`config.mk`:
```
export PLATFORM = sky130hd
export DESIGN_NAME = bis_queue
export DESIGN_NICKNAME = d
export VERILOG_FILES = /design/src/rtl/bilinear_image_scaler_defines.svh /design/src/rtl/bis_pkg.sv /design/src/rtl/bis_queue.sv
export SDC_FILE = /design/constraint.sdc
export NUM_CORES = 1
export LEC_CHECK = 0
export BUFFER_PORTS_ARGS = -buffer_cell sky130_fd_sc_hd__buf_2
export CAP_MARGIN = 25
export CORE_MARGIN = 2
export CORE_UTILIZATION = 40
export DETAILED_ROUTE_END_ITERATION = 16
export HOLD_SLACK_MARGIN = 0.1
export PLACE_DENSITY = 0.58
export SLEW_MARGIN = 10
export SYNTH_ARGS = -nofsm -noshare
export SYNTH_HDL_FRONTEND = slang
export SYNTH_SLANG_ARGS = --single-unit
```
`constraint.sdc`:
```
create_clock -name clk -period 6.7 [get_ports clk]
set_input_delay 1.34 -clock clk [delete_from_list [all_inputs] [get_ports clk]]
set_output_delay 1.34 -clock clk [all_outputs]
set_load 0.005 [all_outputs]
```
`src/rtl/bilinear_image_scaler_defines.svh`:
```
// Assertion helpers for the bilinear image scaler.
`ifndef BILINEAR_IMAGE_SCALER_DEFINES_SVH
`define BILINEAR_IMAGE_SCALER_DEFINES_SVH

// Same-cycle implication, checked on every clock outside reset.
`define BIS_ASSERT_IMPL(label, ante, cons, msg) \
  label: assert property (@(posedge clk) disable iff (rst) (ante) |-> (cons)) \
    else $error(msg);

// Next-cycle implication, checked on every clock outside reset.
`define BIS_ASSERT_NEXT(label, ante, cons, msg) \
  label: assert property (@(posedge clk) disable iff (rst) (ante) |=> (cons)) \
    else $error(msg);

`endif

```
`src/rtl/bis_pkg.sv`:
```
package bis_pkg;

  // Frame store geometry and ratio precision
  localparam int MAX_SOURCE_WIDTH    = 256;
  localparam int MAX_SOURCE_HEIGHT   = 256;
  localparam int RATIO_FRACTION_BITS = 16;
  localparam int FRAC_W              = RATIO_FRACTION_BITS;

  // Fixed field widths
  localparam int SRC_REG_W  = 9;
  localparam int TGT_REG_W  = 13;
  localparam int OCOORD_W   = 12;
  localparam int LIDX_W     = 16;
  localparam int PIX_W      = 32;
  localparam int RGB_W      = 24;
  localparam int CH_W       = 8;
  localparam int NCH        = 3;
  localparam int CFG_IDX_W  = 2;
  localparam int CFG_DATA_W = 13;

  // Derived widths
  localparam int SX_W        = $clog2(MAX_SOURCE_WIDTH);
  localparam int SY_W        = $clog2(MAX_SOURCE_HEIGHT);
  localparam int SW_W        = $clog2(MAX_SOURCE_WIDTH + 1);
  localparam int SH_W        = $clog2(MAX_SOURCE_HEIGHT + 1);
  localparam int RATIO_W     = ((SX_W > SY_W) ? SX_W : SY_W) + FRAC_W;
  localparam int STORE_DEPTH = MAX_SOURCE_WIDTH * MAX_SOURCE_HEIGHT;
  localparam int ADDR_W      = $clog2(STORE_DEPTH);
  localparam int PX_W        = RATIO_W + OCOORD_W;
  localparam int PXI_W       = PX_W - FRAC_W;
  localparam int ROWP_W      = SY_W + SW_W;
  localparam int ROWSUM_W    = ROWP_W + 1;
  localparam int WT_W        = 2 * FRAC_W + 1;
  localparam int WFULL_W     = 2 * FRAC_W + 2;
  localparam int PROD_W      = CH_W + WT_W;
  localparam int SUM_W       = PROD_W + 2;
  localparam int DCNT_W      = $clog2(RATIO_W);

  // Neighbours per output pixel
  localparam int NBR   = 4;
  localparam int NBR_W = 2;

  // Command queue between front and back
  localparam int QUEUE_DEPTH = 4;
  localparam int QPTR_W      = $clog2(QUEUE_DEPTH);
  localparam int QCNT_W      = $clog2(QUEUE_DEPTH + 1);

  localparam logic [CH_W-1:0] ALPHA_OPAQUE = 8'hff;

  typedef enum logic [CFG_IDX_W-1:0] {
    CFG_SOURCE_WIDTH,
    CFG_SOURCE_HEIGHT,
    CFG_TARGET_WIDTH,
    CFG_TARGET_HEIGHT
  } cfg_reg_t;

  typedef enum logic {
    OP_LOAD,
    OP_REQUEST
  } op_t;

  typedef enum logic [1:0] {
    DIV_IDLE,
    DIV_X,
    DIV_Y
  } div_state_t;

  typedef enum logic [2:0] {
    FRONT_IDLE,
    FRONT_MAP,
    FRONT_COORD,
    FRONT_ROW,
    FRONT_PUSH
  } front_state_t;

  typedef enum logic {
    BACK_IDLE,
    BACK_READ
  } back_state_t;

  // Clamped geometry derived from the registers
  typedef struct packed {
    logic [SW_W-1:0]      sw;
    logic [SH_W-1:0]      sh;
    logic [SX_W-1:0]      sw_m1;
    logic [SY_W-1:0]      sh_m1;
    logic [TGT_REG_W-1:0] tw;
    logic [TGT_REG_W-1:0] th;
  } geom_t;

  // Scale ratios, 8.16 style fixed point
  typedef struct packed {
    logic               ready;
    logic [RATIO_W-1:0] xr;
    logic [RATIO_W-1:0] yr;
  } ratio_t;

  // One queued command word
  typedef struct packed {
    op_t                         op;
    logic [NBR-1:0][ADDR_W-1:0]  addr;
    logic [RGB_W-1:0]            pixel;
    logic [FRAC_W-1:0]           fx;
    logic [FRAC_W-1:0]           fy;
  } qword_t;

  typedef struct packed {
    logic full;
    logic valid;
  } qstat_t;

endpackage

```
`src/rtl/bis_queue.sv`:
```
module bis_queue import bis_pkg::*; (
  input  logic   clk,
  input  logic   rst,
  input  logic   push,
  input  qword_t push_word,
  input  logic   pop,
  output qstat_t qstat,
  output qword_t head
);

  qword_t            slots [QUEUE_DEPTH];
  logic [QPTR_W-1:0] wr_ptr, rd_ptr;
  logic [QCNT_W-1:0] count;

  // pointers and fill level
  always_ff @(posedge clk) begin
    if (rst) begin
      wr_ptr <= '0;
      rd_ptr <= '0;
      count  <= '0;
    end else begin
      if (push) wr_ptr <= wr_ptr + QPTR_W'(1);
      if (pop)  rd_ptr <= rd_ptr + QPTR_W'(1);
      unique case ({push, pop})
        2'b10:   count <= count + QCNT_W'(1);
        2'b01:   count <= count - QCNT_W'(1);
        default: count <= count;
      endcase
    end
  end

  always_ff @(posedge clk) begin
    if (push) slots[wr_ptr] <= push_word;
  end

  assign head        = slots[rd_ptr];
  assign qstat.full  = count == QCNT_W'(QUEUE_DEPTH);
  assign qstat.valid = count != '0;

endmodule

```
==> flow_summary.ini <==
[run_status]
status = complete, no violations

[placement]
pre_cts_ws_ns = 2.95
gp_congestion = 0.708
dp_hpwl_um = 19900
port_buffers = 247

[logic_synthesis]
synth_fa_ha_area_share_pct = 0.459
synth_top_area_share_pct = 80.8
synth-compound-area-share_pct = 0.0835
ys_types = 22
ys_top_cells_by_area = edfxtp_1 81%, mux4_2 15%, buf_12 1.1%, dfxtp_1 1.0%, ha_1 0.35%
seq_area_frac_synth_pct = 81.8
syn_area_per_cell_um2 = 26.5
ys_ff_latch = 493
syn-cell-area_um2 = 18000
synth_cells = 679
synth_xor_xnor_area_share_pct = 0.243
synth_top_area_cell = edfxtp_1
synth_top_family_by_area = multiplexers
yosys.area_share.simple_pct = 0.431
synthMuxAreaShare_pct = 15.2
synth_nets = 810
yosys_warnings = 0

[clock_tree]
cts_buffer_depth = 3
clk_latency_ns = 0.59
root_buffer = clkbuf_16
clk_pin_slew_worst_paths_ns = 0.06
cts_resized = 0
hold_buffers = 0
post-cts-setup-buffers = 0
cts_htree_levels = 2
cts_made_buffers = 51
cts.sinks = 493
cts_tree = done

[critical_path]
slowest_delay_ns = 0.89
critical_path_class = flip-flop to output port
path_cells = buf_4 -> mux4_2 -> buf_2
critPathMaxFanout = 38
rrSetupSlack_ns = 4.40
cp-start-kind = flip-flop
crit_buf_inv = 2
reg2reg_from = wr_ptr[0]
rr_worst_depth = 5
worstReg2RegEnd = slots[2][106]
crit_slowest_cell = dfxtp_4
required_ns = 5.36
worstPathArrival_ns = 2.86
worstSetupEndpointType = output port
crit_family = flip-flops

[grt]
gr-total-overflow = 0
grt_pass1_wl_um = 51900
grt_pass1_vias = 8353
met1_usage_pct = 20.2
track_usage_pct = 14.8
grt-busiest-layer = met2
grt_use_met2_pct = 23.0
met3_usage_pct = 5.18
grt_max_degree = 89
antenna_found_initial = 9

[detailed_routing]
viasPerCell = 4.99
wl_per_cell_um = 21.7
vias = 7967
drtIter0Drc = 470
routed_wirelength_um = 34600
antenna_left = 0
dr.pass1.iters = 4
drcViolationCount = 0

[timing]
fin_hold_ws_ns = 0.506
period_share_pct = 62.7
setup_tns_ns = 0
setup_viol = 0
rsz0062_at_grt = false
finalHoldViolCount = 0
drv_slew = 0
fin_worst_skew_ns = 0.0314
setup_ws_ns = 2.50
period_needed_ns = 4.20
fmax_mhz = 238
tightest_slew_ns = 1.04
slew-limit-headroom_pct = 30.6

[final_layout]
mostFrequentLayoutCells = 484 x edfxtp_1, 247 x buf_2, 121 x mux4_2
fin_nets = 1092
drive_gt1_share_pct = 45.9
layout.cells.most_common = edfxtp_1
postLayoutCoreUtil_pct = 48.4
area_growth_syn_to_layout_pct = 19.3

[hold_path]
min_to = count[2]
worstHoldStart = count[2]
hold_depth = 2
hold_class = flip-flop to flip-flop

[floorplanning]
start_util_pct = 40.6
dieArea_um2 = 46700
fp.dieH_um = 216
rows = 77
die_w_um = 216
core_area_um2 = 44300
io_pins = 248

[power_and_ir_drop]
total_power_w = 0.00690
powerDensity_nw_per_um2 = 321
ir_worst_vdd_mv = 0.239
p_leak_nw = 7.15

[run]
maxCapViolCount = 0
synthesized netlist by cell type:
library cell / n
xnor2_1: 2
buf_1: 3
buf_2: 9
clkbuf_1: 2
edfxtp_1: 484
and2_1: 4
buf_4: 3
fa_1: 1
nand2_1: 1
and3_1: 1
buf_6: 1
or3_1: 2
buf_12: 10
mux2i_1: 1
inv_1: 6
mux4_2: 121
o21ai_0: 1
nor2_1: 8
dfxtp_1: 9
ha_1: 5
xor2_1: 3
a21oi_1: 2
kinds of logic (layout without fill, tap and decap cells):
kind of cell,after synthesis,count (layout)
XOR/XNOR,5,5
multiplexers,122,122
adder cells (fa/ha/maj),6,6
buffers and inverters,34,358
AO/OA/AOI/OAI,3,3
other,0,1
flip-flops,493,493
AND/OR/NAND/NOR,16,16
flip-flops by register name, summed over array words and instances (netlist names), named ones only:
name and flops:
wr_ptr 2, count 3, slots 484, rd_ptr 2
metrics by stage:
stage	cells	area, µm²
after floorplan	679	18000
after global placement	1499	19800
after detailed placement	1499	19800
after CTS	1594	21400
after global routing	1596	21500
final	1596	21500
worst min-delay path: stages, from the launching register on:
cell,delay [ns]
dfxtp_1,0.33
o21ai_0,0.07
a21oi_1,0.06
how the worst max path moves through the flow:
stage / end / cells past startpoint / start
6_report: head[55] / 3 / flip-flop
5_1_grt: head[61] / 3 / flip-flop
4_1_cts: head[55] / 3 / flip-flop
3_5_place_dp: head[55] / 3 / flip-flop
3_3_place_gp: head[58] / 3 / flip-flop
2_1_floorplan: slots[0][0] / 1 / push
metal layers:
layer / routed length (µm) / up-vias / part of all wire, %
met5: 90 / - / 0.26
met4: 500 / 16 / 1.4
met3: 2520 / 64 / 7.3
met2: 16700 / 213 / 48
met1: 14800 / 4181 / 43
li1: - / 3493 / -
final cells by class:
cell class                 count  area [µm²]
antenna                        1        2.50
inverter                       6        22.5
clock buffer                  67        1370
clock inverter                28         263
multi-input combinational    152        2960
fill                        3654       22900
tap                          592         741
sequential                   493       14700
timing repair buffer         257        1370
power by group:
group	switching [W]	total, W	leakage (nW)	internal (W)
sequential	0.0000515	0.00360	4.52	0.00354
clock	0.00113	0.00273	0.798	0.00160
combinational	0.000291	0.000574	1.84	0.000283
No activity file was read; power rests on OpenSTA's default activity.
