==> src/rtl/bilinear_image_scaler_defines.svh <==
// Assertion helpers for the bilinear image scaler.
`ifndef BILINEAR_IMAGE_SCALER_DEFINES_SVH
`define BILINEAR_IMAGE_SCALER_DEFINES_SVH

// Same-cycle implication, checked on every clock outside reset.
`define BIS_ASSERT_IMPL(label, ante, cons, msg) \
  label: assert property (@(posedge clk) disable iff (rst) (ante) |-> (cons)) \
    else $error(msg);

// Next-cycle implication, checked on every clock outside reset.
`define BIS_ASSERT_NEXT(label, ante, cons, msg) \
  label: assert property (@(posedge clk) disable iff (rst) (ante) |=> (cons)) \
    else $error(msg);

`endif

==> src/rtl/bis_pkg.sv <==
package bis_pkg;

  // Frame store geometry and ratio precision
  localparam int MAX_SOURCE_WIDTH    = 256;
  localparam int MAX_SOURCE_HEIGHT   = 256;
  localparam int RATIO_FRACTION_BITS = 16;
  localparam int FRAC_W              = RATIO_FRACTION_BITS;

  // Fixed field widths
  localparam int SRC_REG_W  = 9;
  localparam int TGT_REG_W  = 13;
  localparam int OCOORD_W   = 12;
  localparam int LIDX_W     = 16;
  localparam int PIX_W      = 32;
  localparam int RGB_W      = 24;
  localparam int CH_W       = 8;
  localparam int NCH        = 3;
  localparam int CFG_IDX_W  = 2;
  localparam int CFG_DATA_W = 13;

  // Derived widths
  localparam int SX_W        = $clog2(MAX_SOURCE_WIDTH);
  localparam int SY_W        = $clog2(MAX_SOURCE_HEIGHT);
  localparam int SW_W        = $clog2(MAX_SOURCE_WIDTH + 1);
  localparam int SH_W        = $clog2(MAX_SOURCE_HEIGHT + 1);
  localparam int RATIO_W     = ((SX_W > SY_W) ? SX_W : SY_W) + FRAC_W;
  localparam int STORE_DEPTH = MAX_SOURCE_WIDTH * MAX_SOURCE_HEIGHT;
  localparam int ADDR_W      = $clog2(STORE_DEPTH);
  localparam int PX_W        = RATIO_W + OCOORD_W;
  localparam int PXI_W       = PX_W - FRAC_W;
  localparam int ROWP_W      = SY_W + SW_W;
  localparam int ROWSUM_W    = ROWP_W + 1;
  localparam int WT_W        = 2 * FRAC_W + 1;
  localparam int WFULL_W     = 2 * FRAC_W + 2;
  localparam int PROD_W      = CH_W + WT_W;
  localparam int SUM_W       = PROD_W + 2;
  localparam int DCNT_W      = $clog2(RATIO_W);

  // Neighbours per output pixel
  localparam int NBR   = 4;
  localparam int NBR_W = 2;

  // Command queue between front and back
  localparam int QUEUE_DEPTH = 4;
  localparam int QPTR_W      = $clog2(QUEUE_DEPTH);
  localparam int QCNT_W      = $clog2(QUEUE_DEPTH + 1);

  localparam logic [CH_W-1:0] ALPHA_OPAQUE = 8'hff;

  typedef enum logic [CFG_IDX_W-1:0] {
    CFG_SOURCE_WIDTH,
    CFG_SOURCE_HEIGHT,
    CFG_TARGET_WIDTH,
    CFG_TARGET_HEIGHT
  } cfg_reg_t;

  typedef enum logic {
    OP_LOAD,
    OP_REQUEST
  } op_t;

  typedef enum logic [1:0] {
    DIV_IDLE,
    DIV_X,
    DIV_Y
  } div_state_t;

  typedef enum logic [2:0] {
    FRONT_IDLE,
    FRONT_MAP,
    FRONT_COORD,
    FRONT_ROW,
    FRONT_PUSH
  } front_state_t;

  typedef enum logic {
    BACK_IDLE,
    BACK_READ
  } back_state_t;

  // Clamped geometry derived from the registers
  typedef struct packed {
    logic [SW_W-1:0]      sw;
    logic [SH_W-1:0]      sh;
    logic [SX_W-1:0]      sw_m1;
    logic [SY_W-1:0]      sh_m1;
    logic [TGT_REG_W-1:0] tw;
    logic [TGT_REG_W-1:0] th;
  } geom_t;

  // Scale ratios, 8.16 style fixed point
  typedef struct packed {
    logic               ready;
    logic [RATIO_W-1:0] xr;
    logic [RATIO_W-1:0] yr;
  } ratio_t;

  // One queued command word
  typedef struct packed {
    op_t                         op;
    logic [NBR-1:0][ADDR_W-1:0]  addr;
    logic [RGB_W-1:0]            pixel;
    logic [FRAC_W-1:0]           fx;
    logic [FRAC_W-1:0]           fy;
  } qword_t;

  typedef struct packed {
    logic full;
    logic valid;
  } qstat_t;

endpackage

==> src/rtl/bis_div.sv <==
module bis_div import bis_pkg::*; (
  input  logic   clk,
  input  logic   rst,
  input  logic   restart,
  input  geom_t  geom,
  output ratio_t ratio
);

  div_state_t state, state_next;
  logic                 pending;
  logic [RATIO_W-1:0]   dvd, quo, xr, yr;
  logic [TGT_REG_W-1:0] dvs, rem;
  logic [DCNT_W-1:0]    cnt;
  logic [TGT_REG_W:0]   rem_sh;
  logic                 fits, last;
  logic [TGT_REG_W-1:0] rem_step;
  logic [RATIO_W-1:0]   quo_step;

  // one restoring step per cycle
  always_comb begin
    rem_sh   = {rem, dvd[RATIO_W-1]};
    fits     = rem_sh >= {1'b0, dvs};
    rem_step = fits ? TGT_REG_W'(rem_sh - {1'b0, dvs}) : rem_sh[TGT_REG_W-1:0];
    quo_step = {quo[RATIO_W-2:0], fits};
    last     = cnt == DCNT_W'(RATIO_W - 1);
  end

  // x ratio, then y ratio
  always_comb begin
    state_next = state;
    unique case (state)
      DIV_IDLE: if (pending) state_next = DIV_X;
      DIV_X:    if (last) state_next = DIV_Y;
      DIV_Y:    if (last) state_next = DIV_IDLE;
      default:  state_next = DIV_IDLE;
    endcase
  end

  always_ff @(posedge clk) begin
    if (rst) begin
      state   <= DIV_IDLE;
      pending <= 1'b1;
    end else begin
      state <= state_next;
      // a register write during a run forces another run
      if (restart) begin
        pending <= 1'b1;
      end else if (state == DIV_IDLE) begin
        pending <= 1'b0;
      end
    end
  end

  // divider datapath
  always_ff @(posedge clk) begin
    unique case (state)
      DIV_IDLE: begin
        dvd <= RATIO_W'({geom.sw_m1, {FRAC_W{1'b0}}});
        dvs <= geom.tw;
        rem <= '0;
        cnt <= '0;
      end
      DIV_X: begin
        if (last) begin
          xr  <= quo_step;
          dvd <= RATIO_W'({geom.sh_m1, {FRAC_W{1'b0}}});
          dvs <= geom.th;
          rem <= '0;
          cnt <= '0;
        end else begin
          dvd <= dvd << 1;
          rem <= rem_step;
          quo <= quo_step;
          cnt <= cnt + DCNT_W'(1);
        end
      end
      DIV_Y: begin
        if (last) begin
          yr <= quo_step;
        end else begin
          dvd <= dvd << 1;
          rem <= rem_step;
          quo <= quo_step;
          cnt <= cnt + DCNT_W'(1);
        end
      end
      default: begin
        cnt <= '0;
      end
    endcase
  end

  always_comb begin
    ratio.ready = (state == DIV_IDLE) && !pending;
    ratio.xr    = xr;
    ratio.yr    = yr;
  end

endmodule

==> config.mk <==
export PLATFORM = sky130hd
export DESIGN_NAME = bis_div
export DESIGN_NICKNAME = d
export VERILOG_FILES = /design/src/rtl/bilinear_image_scaler_defines.svh /design/src/rtl/bis_pkg.sv /design/src/rtl/bis_div.sv
export SDC_FILE = /design/constraint.sdc
export NUM_CORES = 1
export LEC_CHECK = 0
export BUFFER_PORTS_ARGS = -buffer_cell sky130_fd_sc_hd__buf_2
export CORE_ASPECT_RATIO = 1.2
export CORE_MARGIN = 5
export CORE_UTILIZATION = 50
export CTS_CLUSTER_SIZE = 16
export DETAILED_ROUTE_END_ITERATION = 16
export GPL_ROUTABILITY_DRIVEN = 0
export GPL_TIMING_DRIVEN = 0
export PLACE_DENSITY = 0.75
export SETUP_SLACK_MARGIN = 0.4
export SYNTH_ARGS = -nofsm -noshare
export SYNTH_HDL_FRONTEND = slang
export SYNTH_SLANG_ARGS = --single-unit
==> constraint.sdc <==
create_clock -name clk -period 3.7 [get_ports clk]
set_input_delay 0.555 -clock clk [delete_from_list [all_inputs] [get_ports clk]]
set_output_delay 0.555 -clock clk [all_outputs]
set_load 0.02 [all_outputs]
==> impl_metrics.env <==
export IMPL_syn_to_final_growth_pct=24.7
export IMPL_h_tree_depth=4
export IMPL_cts_sinks=113
export IMPL_period_needed_ns=3.05
export IMPL_wl_mm=9.41
export IMPL_design_power_total_w=0.00337
export IMPL_post_route_cells_drive_above_1_share_pct=32.6
export IMPL_holdWs_ns=0.355
export IMPL_cts_resized=0
export IMPL_ant_nets=0
export IMPL_worstSetupPathType="flip-flop to flip-flop"
export IMPL_synth_seq_cells=113
export IMPL_min_to="state[1]$_SDFFE_PP0P_"
export IMPL_root_buffer="clkbuf_16"
export IMPL_status="complete, no violations"
export IMPL_max_freq_ghz=0.328
export IMPL_cp_max_fo=25
export IMPL_postSynthCellCount=348
export IMPL_r2r_end="rem[10]$_DFFE_PP_"
export IMPL_layout_nets=544
export IMPL_tightest_slew_ns=1.06
export IMPL_num_rows=39
export IMPL_synth_cell_type_count=48
export IMPL_grt_overflow=0
export IMPL_avgViaCountPerCell=5.31
export IMPL_crit_path_end_kind="flip-flop"
export IMPL_cellPowerDensity_mw_per_mm2=556
export IMPL_setup_tns_ns=0
export IMPL_hold_start="rst"
export IMPL_synth_ff_type="edfxtp_1"
export IMPL_cts_buffer_depth=2
export IMPL_r2r_start="cnt[0]$_DFFE_PN_"
export IMPL_start_kind="flip-flop"
export IMPL_layout_commonest_cell="edfxtp_1"
export IMPL_grt_setup_unrepaired="false"
export IMPL_dp_cells=566
export IMPL_busiest_layer="met2"
export IMPL_initial_core_util_pct=51.1
export IMPL_routedWlPerCell_um=15.7
export IMPL_dp_hpwl_mm=6.47
export IMPL_hold_path_class="input pin to flip-flop"
export IMPL_portBuffers=93
export IMPL_path_clk_slew_ns=0.06
export IMPL_drv_cap=0
export IMPL_use_met1_pct=20.5
export IMPL_synth_edf_count=110
export IMPL_drc_errors=0
export IMPL_grtUsageTotal_pct=16.5
export IMPL_met2_usage_pct=26.4
export IMPL_arrival_ns=3.21
export IMPL_synth_async_reset_ratio_pct=0
export IMPL_crit_required_ns=3.85
export IMPL_drtIter0Drc=157
export IMPL_grt_use_met3_pct=5.22
export IMPL_io_pin_count=112
export IMPL_grt_pass1_wl_mm=15.1
export IMPL_antennaDiodeCount=0
export IMPL_ys_warn_count=0
export IMPL_vias=3178
export IMPL_antenna_found_initial=0
export IMPL_fin_cells=598
export IMPL_slew_violations=0
export IMPL_setup_ws_ns=0.649
export IMPL_grt_pass1_vias=3105
export IMPL_reg2reg_depth=7
export IMPL_syn_area_mm2=0.00486
export IMPL_grt_max_degree=33
export IMPL_clock_latency_ns=0.41
export IMPL_firstDrtPassIters=4
export IMPL_cts_tree="yes"
export IMPL_cts_hold_buf=0
export IMPL_mostFrequentLayoutCells="110 x edfxtp_1, 96 x buf_2, 33 x nand2_1"
export IMPL_p_leak_nw=2.42
export IMPL_hold_depth=2
export IMPL_syn_area_per_cell_um2=14.0
export IMPL_core_mm2=0.00952
export IMPL_cts_setup_buffers=0
export IMPL_seq_area_frac_synth_pct=69.2
export IMPL_relSlewSlack_pct=29.1
export IMPL_dp_slack_ns=0.670
export IMPL_die_h_um=118
export IMPL_fin_crit_sh_pct=82.4
export IMPL_die_w_um=100
export IMPL_setup_viol=0
export IMPL_clock_skew_ns=0.00952
export IMPL_ir_drop_v=0.000326
export IMPL_numCtsBuffers=17
export IMPL_synth_fp_nets=430
export IMPL_dieArea_mm2=0.0118
export IMPL_r2r_setup_slack_ns=0.65
export IMPL_hold_violations=0
[worst max-delay path, stage by stage, from the launching register on]
cell and delay (ns):
edfxtp_1 0.38, ha_1 0.23, and4b_1 0.20, clkbuf_1 0.34, nand2_1 0.27, inv_1 0.84
nor2_2 0.29, buf_8 0.26
[layout make-up]
type / count / area [um^2]
repair buffers: 95 / 495
fillers: 735 / 3450
clock inverters: 14 / 118
plain buffers: 13 / 65.1
inverters: 24 / 90.1
well taps: 123 / 154
clock buffers: 18 / 429
multi-input cells: 198 / 1350
flip-flops and latches: 113 / 3360
[Yosys cell counts, types with 3 or more instances]
cell type / number / area [um^2]
clkbuf_1: 7 / 26.3
edfxtp_1: 110 / 3300
buf_2: 3 / 15.0
a211oi_1: 7 / 52.6
xnor2_1: 9 / 78.8
nor3_1: 8 / 40.0
ha_1: 18 / 225
o21ai_0: 19 / 95.1
nand2b_1: 3 / 18.8
mux2_2: 14 / 158
nor2b_1: 6 / 37.5
dfxtp_1: 3 / 60.1
nand2_1: 33 / 124
nand4_1: 3 / 18.8
inv_1: 24 / 90.1
xor2_1: 4 / 35.0
nor2_1: 16 / 60.1
a21oi_1: 13 / 65.1
nand3_1: 11 / 55.1
[where the power goes]
group | switching [W] | internal, W
clock | 0.000559 | 0.000917
combinational | 0.000185 | 0.000136
sequential | 0.0000433 | 0.00153
[worst max-delay path by stage]
stage                startpoint                end  slack (ns)  cells past startpoint
2_1_floorplan  cnt[0]$_DFFE_PN_  dvd[16]$_DFFE_PP_        0.79                      6
3_3_place_gp   cnt[0]$_DFFE_PN_   rem[6]$_DFFE_PP_       -0.08                      6
3_5_place_dp   cnt[0]$_DFFE_PN_   rem[6]$_DFFE_PP_        0.67                      7
4_1_cts        cnt[0]$_DFFE_PN_  rem[10]$_DFFE_PP_        0.64                      7
5_1_grt        cnt[0]$_DFFE_PN_  rem[10]$_DFFE_PP_        0.48                      7
6_report       cnt[0]$_DFFE_PN_  rem[10]$_DFFE_PP_        0.65                      7
[flip-flops by register name, summed over array words and instances, names as in the netlist]
name / count
cnt: 5
dvd: 8
dvs: 13
pending: 1
quo: 23
rem: 13
state: 2
xr: 24
yr: 24
[metal layers]
layer  vias to the layer above  share of wire [%]
met3                        16                7.3
met5                         -                  0
li1                       1522                  -
met1                      1521                 42
met2                       119                 49
met4                         0                1.9
[through the flow]
stage | area (um^2) | utilization (%)
2_1_floorplan | 4860 | -
3_5_place_dp | 5520 | 58.0
5_1_grt | 6070 | 63.7
4_1_cts | 6070 | 63.7
3_3_place_gp | 5480 | 57.6
6_report | 6070 | 63.7
[kinds of logic (layout without fill, tap and decap cells)]
family	after synthesis	after routing	share of synthesized area [%]
compound gates	59	59	7.85
xor+xnor	13	13	2.34
fa+ha+maj	19	19	5.04
buf+inv	37	164	3.16
flops	113	113	69.2
mux	14	14	3.24
simple gates	93	93	9.21
(Power assumes the default switching activity.)
