**src/rtl/bilinear_image_scaler_defines.svh**
```systemverilog
// Assertion helpers for the bilinear image scaler.
`ifndef BILINEAR_IMAGE_SCALER_DEFINES_SVH
`define BILINEAR_IMAGE_SCALER_DEFINES_SVH

// Same-cycle implication, checked on every clock outside reset.
`define BIS_ASSERT_IMPL(label, ante, cons, msg) \
  label: assert property (@(posedge clk) disable iff (rst) (ante) |-> (cons)) \
    else $error(msg);

// Next-cycle implication, checked on every clock outside reset.
`define BIS_ASSERT_NEXT(label, ante, cons, msg) \
  label: assert property (@(posedge clk) disable iff (rst) (ante) |=> (cons)) \
    else $error(msg);

`endif

```
**src/rtl/bis_pkg.sv**
```systemverilog
package bis_pkg;

  // Frame store geometry and ratio precision
  localparam int MAX_SOURCE_WIDTH    = 256;
  localparam int MAX_SOURCE_HEIGHT   = 256;
  localparam int RATIO_FRACTION_BITS = 16;
  localparam int FRAC_W              = RATIO_FRACTION_BITS;

  // Fixed field widths
  localparam int SRC_REG_W  = 9;
  localparam int TGT_REG_W  = 13;
  localparam int OCOORD_W   = 12;
  localparam int LIDX_W     = 16;
  localparam int PIX_W      = 32;
  localparam int RGB_W      = 24;
  localparam int CH_W       = 8;
  localparam int NCH        = 3;
  localparam int CFG_IDX_W  = 2;
  localparam int CFG_DATA_W = 13;

  // Derived widths
  localparam int SX_W        = $clog2(MAX_SOURCE_WIDTH);
  localparam int SY_W        = $clog2(MAX_SOURCE_HEIGHT);
  localparam int SW_W        = $clog2(MAX_SOURCE_WIDTH + 1);
  localparam int SH_W        = $clog2(MAX_SOURCE_HEIGHT + 1);
  localparam int RATIO_W     = ((SX_W > SY_W) ? SX_W : SY_W) + FRAC_W;
  localparam int STORE_DEPTH = MAX_SOURCE_WIDTH * MAX_SOURCE_HEIGHT;
  localparam int ADDR_W      = $clog2(STORE_DEPTH);
  localparam int PX_W        = RATIO_W + OCOORD_W;
  localparam int PXI_W       = PX_W - FRAC_W;
  localparam int ROWP_W      = SY_W + SW_W;
  localparam int ROWSUM_W    = ROWP_W + 1;
  localparam int WT_W        = 2 * FRAC_W + 1;
  localparam int WFULL_W     = 2 * FRAC_W + 2;
  localparam int PROD_W      = CH_W + WT_W;
  localparam int SUM_W       = PROD_W + 2;
  localparam int DCNT_W      = $clog2(RATIO_W);

  // Neighbours per output pixel
  localparam int NBR   = 4;
  localparam int NBR_W = 2;

  // Command queue between front and back
  localparam int QUEUE_DEPTH = 4;
  localparam int QPTR_W      = $clog2(QUEUE_DEPTH);
  localparam int QCNT_W      = $clog2(QUEUE_DEPTH + 1);

  localparam logic [CH_W-1:0] ALPHA_OPAQUE = 8'hff;

  typedef enum logic [CFG_IDX_W-1:0] {
    CFG_SOURCE_WIDTH,
    CFG_SOURCE_HEIGHT,
    CFG_TARGET_WIDTH,
    CFG_TARGET_HEIGHT
  } cfg_reg_t;

  typedef enum logic {
    OP_LOAD,
    OP_REQUEST
  } op_t;

  typedef enum logic [1:0] {
    DIV_IDLE,
    DIV_X,
    DIV_Y
  } div_state_t;

  typedef enum logic [2:0] {
    FRONT_IDLE,
    FRONT_MAP,
    FRONT_COORD,
    FRONT_ROW,
    FRONT_PUSH
  } front_state_t;

  typedef enum logic {
    BACK_IDLE,
    BACK_READ
  } back_state_t;

  // Clamped geometry derived from the registers
  typedef struct packed {
    logic [SW_W-1:0]      sw;
    logic [SH_W-1:0]      sh;
    logic [SX_W-1:0]      sw_m1;
    logic [SY_W-1:0]      sh_m1;
    logic [TGT_REG_W-1:0] tw;
    logic [TGT_REG_W-1:0] th;
  } geom_t;

  // Scale ratios, 8.16 style fixed point
  typedef struct packed {
    logic               ready;
    logic [RATIO_W-1:0] xr;
    logic [RATIO_W-1:0] yr;
  } ratio_t;

  // One queued command word
  typedef struct packed {
    op_t                         op;
    logic [NBR-1:0][ADDR_W-1:0]  addr;
    logic [RGB_W-1:0]            pixel;
    logic [FRAC_W-1:0]           fx;
    logic [FRAC_W-1:0]           fy;
  } qword_t;

  typedef struct packed {
    logic full;
    logic valid;
  } qstat_t;

endpackage

```
**src/rtl/bis_front.sv**
```systemverilog
module bis_front import bis_pkg::*; (
  input  logic                clk,
  input  logic                rst,
  input  logic                start,
  input  logic                opcode,
  input  logic [LIDX_W-1:0]   load_index,
  input  logic [PIX_W-1:0]    load_pixel,
  input  logic [OCOORD_W-1:0] out_column,
  input  logic [OCOORD_W-1:0] out_row,
  input  logic                hold,
  input  geom_t               geom,
  input  ratio_t              ratio,
  input  qstat_t              qstat,
  output logic                busy,
  output logic                push,
  output qword_t              push_word
);

  front_state_t state, state_next;
  logic                 accept, load_ok;
  op_t                  op;
  logic [LIDX_W-1:0]    lidx;
  logic [RGB_W-1:0]     lpix;
  logic [OCOORD_W-1:0]  col, row, col_c, row_c;
  logic [TGT_REG_W-1:0] tw_m1, th_m1;
  logic [PX_W-1:0]      px, py;
  logic [PXI_W-1:0]     xi, yi;
  logic [SX_W-1:0]      x, x1, x_c, x1_c;
  logic [SY_W-1:0]      y, y1, y_c, y1_c;
  logic [FRAC_W-1:0]    fx, fy;
  logic [ROWP_W-1:0]    rowa, rowb;
  logic [ROWSUM_W-1:0]  sum_a, sum_b, sum_c, sum_d;

  // take a word when idle or while the last one is leaving
  assign busy    = hold || !ratio.ready ||
                   !((state == FRONT_IDLE) || ((state == FRONT_PUSH) && !qstat.full));
  assign accept  = start && !busy;
  assign load_ok = 32'(load_index) < 32'(STORE_DEPTH);

  // output coordinate saturated to the target size
  always_comb begin
    tw_m1 = geom.tw - TGT_REG_W'(1);
    th_m1 = geom.th - TGT_REG_W'(1);
    col_c = (TGT_REG_W'(out_column) > tw_m1) ? OCOORD_W'(tw_m1) : out_column;
    row_c = (TGT_REG_W'(out_row) > th_m1) ? OCOORD_W'(th_m1) : out_row;
  end

  // source position and right/lower neighbours
  always_comb begin
    xi   = px[PX_W-1:FRAC_W];
    yi   = py[PX_W-1:FRAC_W];
    x_c  = (xi > PXI_W'(geom.sw_m1)) ? geom.sw_m1 : SX_W'(xi);
    y_c  = (yi > PXI_W'(geom.sh_m1)) ? geom.sh_m1 : SY_W'(yi);
    x1_c = (x_c == geom.sw_m1) ? x_c : x_c + SX_W'(1);
    y1_c = (y_c == geom.sh_m1) ? y_c : y_c + SY_W'(1);
  end

  // next state and queue push
  always_comb begin
    state_next = state;
    push       = 1'b0;
    unique case (state)
      FRONT_IDLE:  state_next = FRONT_IDLE;
      FRONT_MAP:   state_next = FRONT_COORD;
      FRONT_COORD: state_next = FRONT_ROW;
      FRONT_ROW:   state_next = FRONT_PUSH;
      FRONT_PUSH: begin
        if (!qstat.full) begin
          push       = 1'b1;
          state_next = FRONT_IDLE;
        end
      end
      default:     state_next = FRONT_IDLE;
    endcase
    // loads beyond the store are dropped here
    if (accept) begin
      if (op_t'(opcode) == OP_REQUEST) begin
        state_next = FRONT_MAP;
      end else if (load_ok) begin
        state_next = FRONT_PUSH;
      end else begin
        state_next = FRONT_IDLE;
      end
    end
  end

  always_ff @(posedge clk) begin
    if (rst) begin
      state <= FRONT_IDLE;
    end else begin
      state <= state_next;
    end
  end

  // front datapath, two multiplies in each of the map and row steps
  always_ff @(posedge clk) begin
    if (accept) begin
      op   <= op_t'(opcode);
      lidx <= load_index;
      lpix <= load_pixel[RGB_W-1:0];
      col  <= col_c;
      row  <= row_c;
    end
    if (state == FRONT_MAP) begin
      px <= PX_W'(ratio.xr) * PX_W'(col);
      py <= PX_W'(ratio.yr) * PX_W'(row);
    end
    if (state == FRONT_COORD) begin
      x  <= x_c;
      x1 <= x1_c;
      y  <= y_c;
      y1 <= y1_c;
      fx <= px[FRAC_W-1:0];
      fy <= py[FRAC_W-1:0];
    end
    if (state == FRONT_ROW) begin
      rowa <= ROWP_W'(y) * ROWP_W'(geom.sw);
      rowb <= ROWP_W'(y1) * ROWP_W'(geom.sw);
    end
  end

  // linear addresses wrap modulo the store depth
  always_comb begin
    sum_a = ROWSUM_W'(rowa) + ROWSUM_W'(x);
    sum_b = ROWSUM_W'(rowa) + ROWSUM_W'(x1);
    sum_c = ROWSUM_W'(rowb) + ROWSUM_W'(x);
    sum_d = ROWSUM_W'(rowb) + ROWSUM_W'(x1);
    push_word.op    = op;
    push_word.pixel = lpix;
    push_word.fx    = fx;
    push_word.fy    = fy;
    if (op == OP_LOAD) begin
      push_word.addr[0] = ADDR_W'(lidx);
      push_word.addr[1] = ADDR_W'(lidx);
      push_word.addr[2] = ADDR_W'(lidx);
      push_word.addr[3] = ADDR_W'(lidx);
    end else begin
      push_word.addr[0] = sum_a[ADDR_W-1:0];
      push_word.addr[1] = sum_b[ADDR_W-1:0];
      push_word.addr[2] = sum_c[ADDR_W-1:0];
      push_word.addr[3] = sum_d[ADDR_W-1:0];
    end
  end

endmodule

```
**config.mk**
```make
export PLATFORM = sky130hd
export DESIGN_NAME = bis_front
export DESIGN_NICKNAME = d
export VERILOG_FILES = /design/src/rtl/bilinear_image_scaler_defines.svh /design/src/rtl/bis_pkg.sv /design/src/rtl/bis_front.sv
export SDC_FILE = /design/constraint.sdc
export NUM_CORES = 2
export LEC_CHECK = 0
export ABC_AREA = 1
export CORE_MARGIN = 8
export CORE_UTILIZATION = 65
export CTS_CLUSTER_DIAMETER = 50
export DETAILED_ROUTE_END_ITERATION = 8
export DONT_BUFFER_PORTS = 1
export PLACE_DENSITY = 0.84
export SETUP_SLACK_MARGIN = 0.4
export SLEW_MARGIN = 15
export SYNTH_ARGS = -nofsm -noshare
export SYNTH_HDL_FRONTEND = slang
export SYNTH_SLANG_ARGS = --single-unit
```
**constraint.sdc**
```tcl
create_clock -name clk -period 11.6 [get_ports clk]
set_clock_uncertainty 0.05 [all_clocks]
set_input_delay 1.16 -clock clk [delete_from_list [all_inputs] [get_ports clk]]
set_output_delay 1.16 -clock clk [all_outputs]
set_load 0.005 [all_outputs]
```
==> results.toml <==
[timing]
hold_viol_final = 0
tightest_slew_ps = 1150
fin_crit_sh_pct = 52.1
setup_tns_ps = 0
drv_slew = 0
max_freq_mhz = 166
setup_viol_count_final = 0
relSlewSlack_pct = 23.1
rsz0062_at_grt = "no"
min_period_ps = 6040

[worst_setup_path]
reg2reg_depth = 18
path_depth = 18
cp_max_fo = 24
crit_path_start = "col[6]"
path_delay_family = "adder cells"
critPathKind = "flop to flop"
start_kind = "flop"
reg2reg_to = "px[23]"
crit_path_end_kind = "flop"
reg2reg_setup_slack_ps = 5560
critPathBufInv = 3
slowest_stage = "edfxtp_1"
max_stage_delay_ps = 1010
worst-endpoint-arrival_ps = 6270
r2r-start = "col[6]"
crit_required_ps = 11830
path_cells = "nand2_1, fa_1, inv_1, fa_1, fa_1, fa_1, inv_1, fa_1, inv_1, ha_1, nand2_1, nand2_1, o21bai_1, a21oi_1, o21ai_0, nand2_1, nand2_1, xor2_1"
crit_path_end = "px[23]"

[clocking]
insertion_delay_ps = 550
clk_pin_slew_ps = 60
cts_root_buffer = "clkbuf_16"
cts_sinks = 236
clk_path_buf_depth = 3
cts_resized = 0
ctsHoldBuffers = 0
htree_num_levels = 2
cts_buffers = 36
cts_tree = "done"
cts_setup_buffers = 0

[cells_and_area]
fin_cells = 4972
drive_above_1_share_pct = 3.23
final_cell_mix = "nand2_1 (1208), inv_1 (1058), fa_1 (526)"
layout.nets = 5250
utilization_pct = 68.0
area_delta_synth_final_pct = 4.25
final_common_cell = "nand2_1"

[routing]
viasPerCell = 5.51
finalWirelength_mm = 83.8
detail-route-antenna-nets = 0
routedWlPerCell_um = 16.8
first_iter_violations = 1672
drcViolationCount = 0
drt-pass1-iter-count = 6
num_vias = 27400

[floorplanning]
core_um2 = 54700
rows = 86
ios = 311
initial_core_util_pct = 65.2
fp.dieH_um = 250
dieArea_um2 = 62600
dieWidth_um = 250

[synth]
synthArstFlopShare_pct = 0
yosysWarnings = 0
ys_types = 56
ys_ff_latch = 236
yosys_most_used_dff = "edfxtp_1"
synth_fp_nets = 5352
syn_inst = 4344
syn_area_um2 = 35600
synth_edf_count = 233
synth_area_per_cell_um2 = 8.20
synth.yosys.seq_area_share_pct = 19.8

[global_route]
grt_pass1_vias = 29100
grt_max_degree = 74
antenna_found_initial = 1
grt_overflow = 0
grt_pass1_wl_mm = 141
track_usage_pct = 27.4

[min_path]
hold_class = "flop to flop"

[power]
fin_total_pwr_uw = 7760
leakage_uw = 0.0200
ir_worst_vdd_uv = 224
p_per_area_nw_per_um2 = 209

[placement]
io_buffers = 0
dpl.hpwl_mm = 67.9
globalplace.congestion = 0.940
place_inst = 4908

[run]
drv_cap = 0

[run_status]
status = "completed"
sequential cells by signal, indices dropped and copies added, names as in the netlist, 3 cells and up:
name,count
row,12
lpix,24
y1,8
rowa,16
fx,16
x,8
col,12
y,8
state,3
fy,16
py,36
x1,8
lidx,16
rowb,16
px,36
synthesized netlist by cell type, types with 33 or more instances:
| master | n | share of area [%] |
|---|---|---|
| a21oi_1 | 127 | 1.8 |
| clkbuf_1 | 141 | 1.5 |
| edfxtp_1 | 233 | 20 |
| fa_1 | 526 | 30 |
| ha_1 | 294 | 10 |
| inv_1 | 1059 | 11 |
| nand2_1 | 1208 | 13 |
| nand3_1 | 121 | 1.7 |
| nand3b_1 | 33 | 0.70 |
| nor2_1 | 143 | 1.5 |
| o21ai_0 | 108 | 1.5 |
| xnor2_1 | 41 | 1.0 |
| xor2_1 | 85 | 2.1 |
metrics by stage:
step / setup WS [ps] / instance area (um2) / hold WS [ps]
2_1_floorplan: 5630 / 35600 / 350
3_3_place_gp: 5620 / 36000 / 351
3_5_place_dp: 5540 / 36000 / 356
4_1_cts: 5630 / 37100 / 365
5_1_grt: 5230 / 37200 / 367
6_report: 5560 / 37200 / 363
layer usage:
| metal | global-route usage [%] | wire [um] | up-vias |
|---|---|---|---|
| met2 | 47.1 | 40200 | 1181 |
| li1 | - | - | 12900 |
| met5 | 0 | 0 | - |
| met1 | 32.6 | 32000 | 13100 |
| met3 | 7.17 | 8230 | 224 |
| met4 | 11.1 | 3330 | 0 |
how the worst min path moves through the flow:
stage	cells past startpoint	slack [ps]	end	start
after floorplan	0	350	fx[0]	px[0]
after global placement	0	350	fy[0]	py[0]
after detailed placement	0	360	fx[4]	px[4]
after CTS	0	360	fy[3]	py[3]
after global routing	0	370	fx[0]	px[0]
final	0	360	fx[0]	px[0]
area by class of cell:
| class | instances | area, um2 |
|---|---|---|
| Inverter | 1064 | 4000 |
| Clock inverter | 23 | 205 |
| Clock buffer | 40 | 937 |
| Sequential cell | 236 | 7060 |
| Timing Repair Buffer | 12 | 90.1 |
| Multi-Input combinational cell | 2892 | 24000 |
| Fill cell | 4294 | 17500 |
| Tap cell | 704 | 881 |
| Antenna cell | 1 | 2.50 |
logic make-up (layout without fill, tap and decap cells):
group,after synthesis,after routing,synth area share [%]
simple gates,1620,1620,19.1
flops,236,236,19.8
buf+inv,1216,1139,12.9
xor+xnor,126,126,3.10
fa+ha+maj,820,820,39.9
other cells,0,1,0
compound gates,326,326,5.19
report_power, final:
| part | switching, uW | total [uW] | internal, uW |
|---|---|---|---|
| clock network | 417 | 1030 | 617 |
| logic | 3380 | 5390 | 2000 |
| registers | 56.1 | 1340 | 1280 |
worst register-to-register path, stage by stage (launching register included):
cell and delay [ps]:
edfxtp_1 1010, nand2_1 220, fa_1 580, inv_1 50, fa_1 560, fa_1 450
fa_1 510, inv_1 50, fa_1 470, inv_1 40, ha_1 350, nand2_1 100
nand2_1 80, o21bai_1 160, a21oi_1 410, o21ai_0 330, nand2_1 120, nand2_1 60
xor2_1 170
Power figures use the tool's default switching activity.
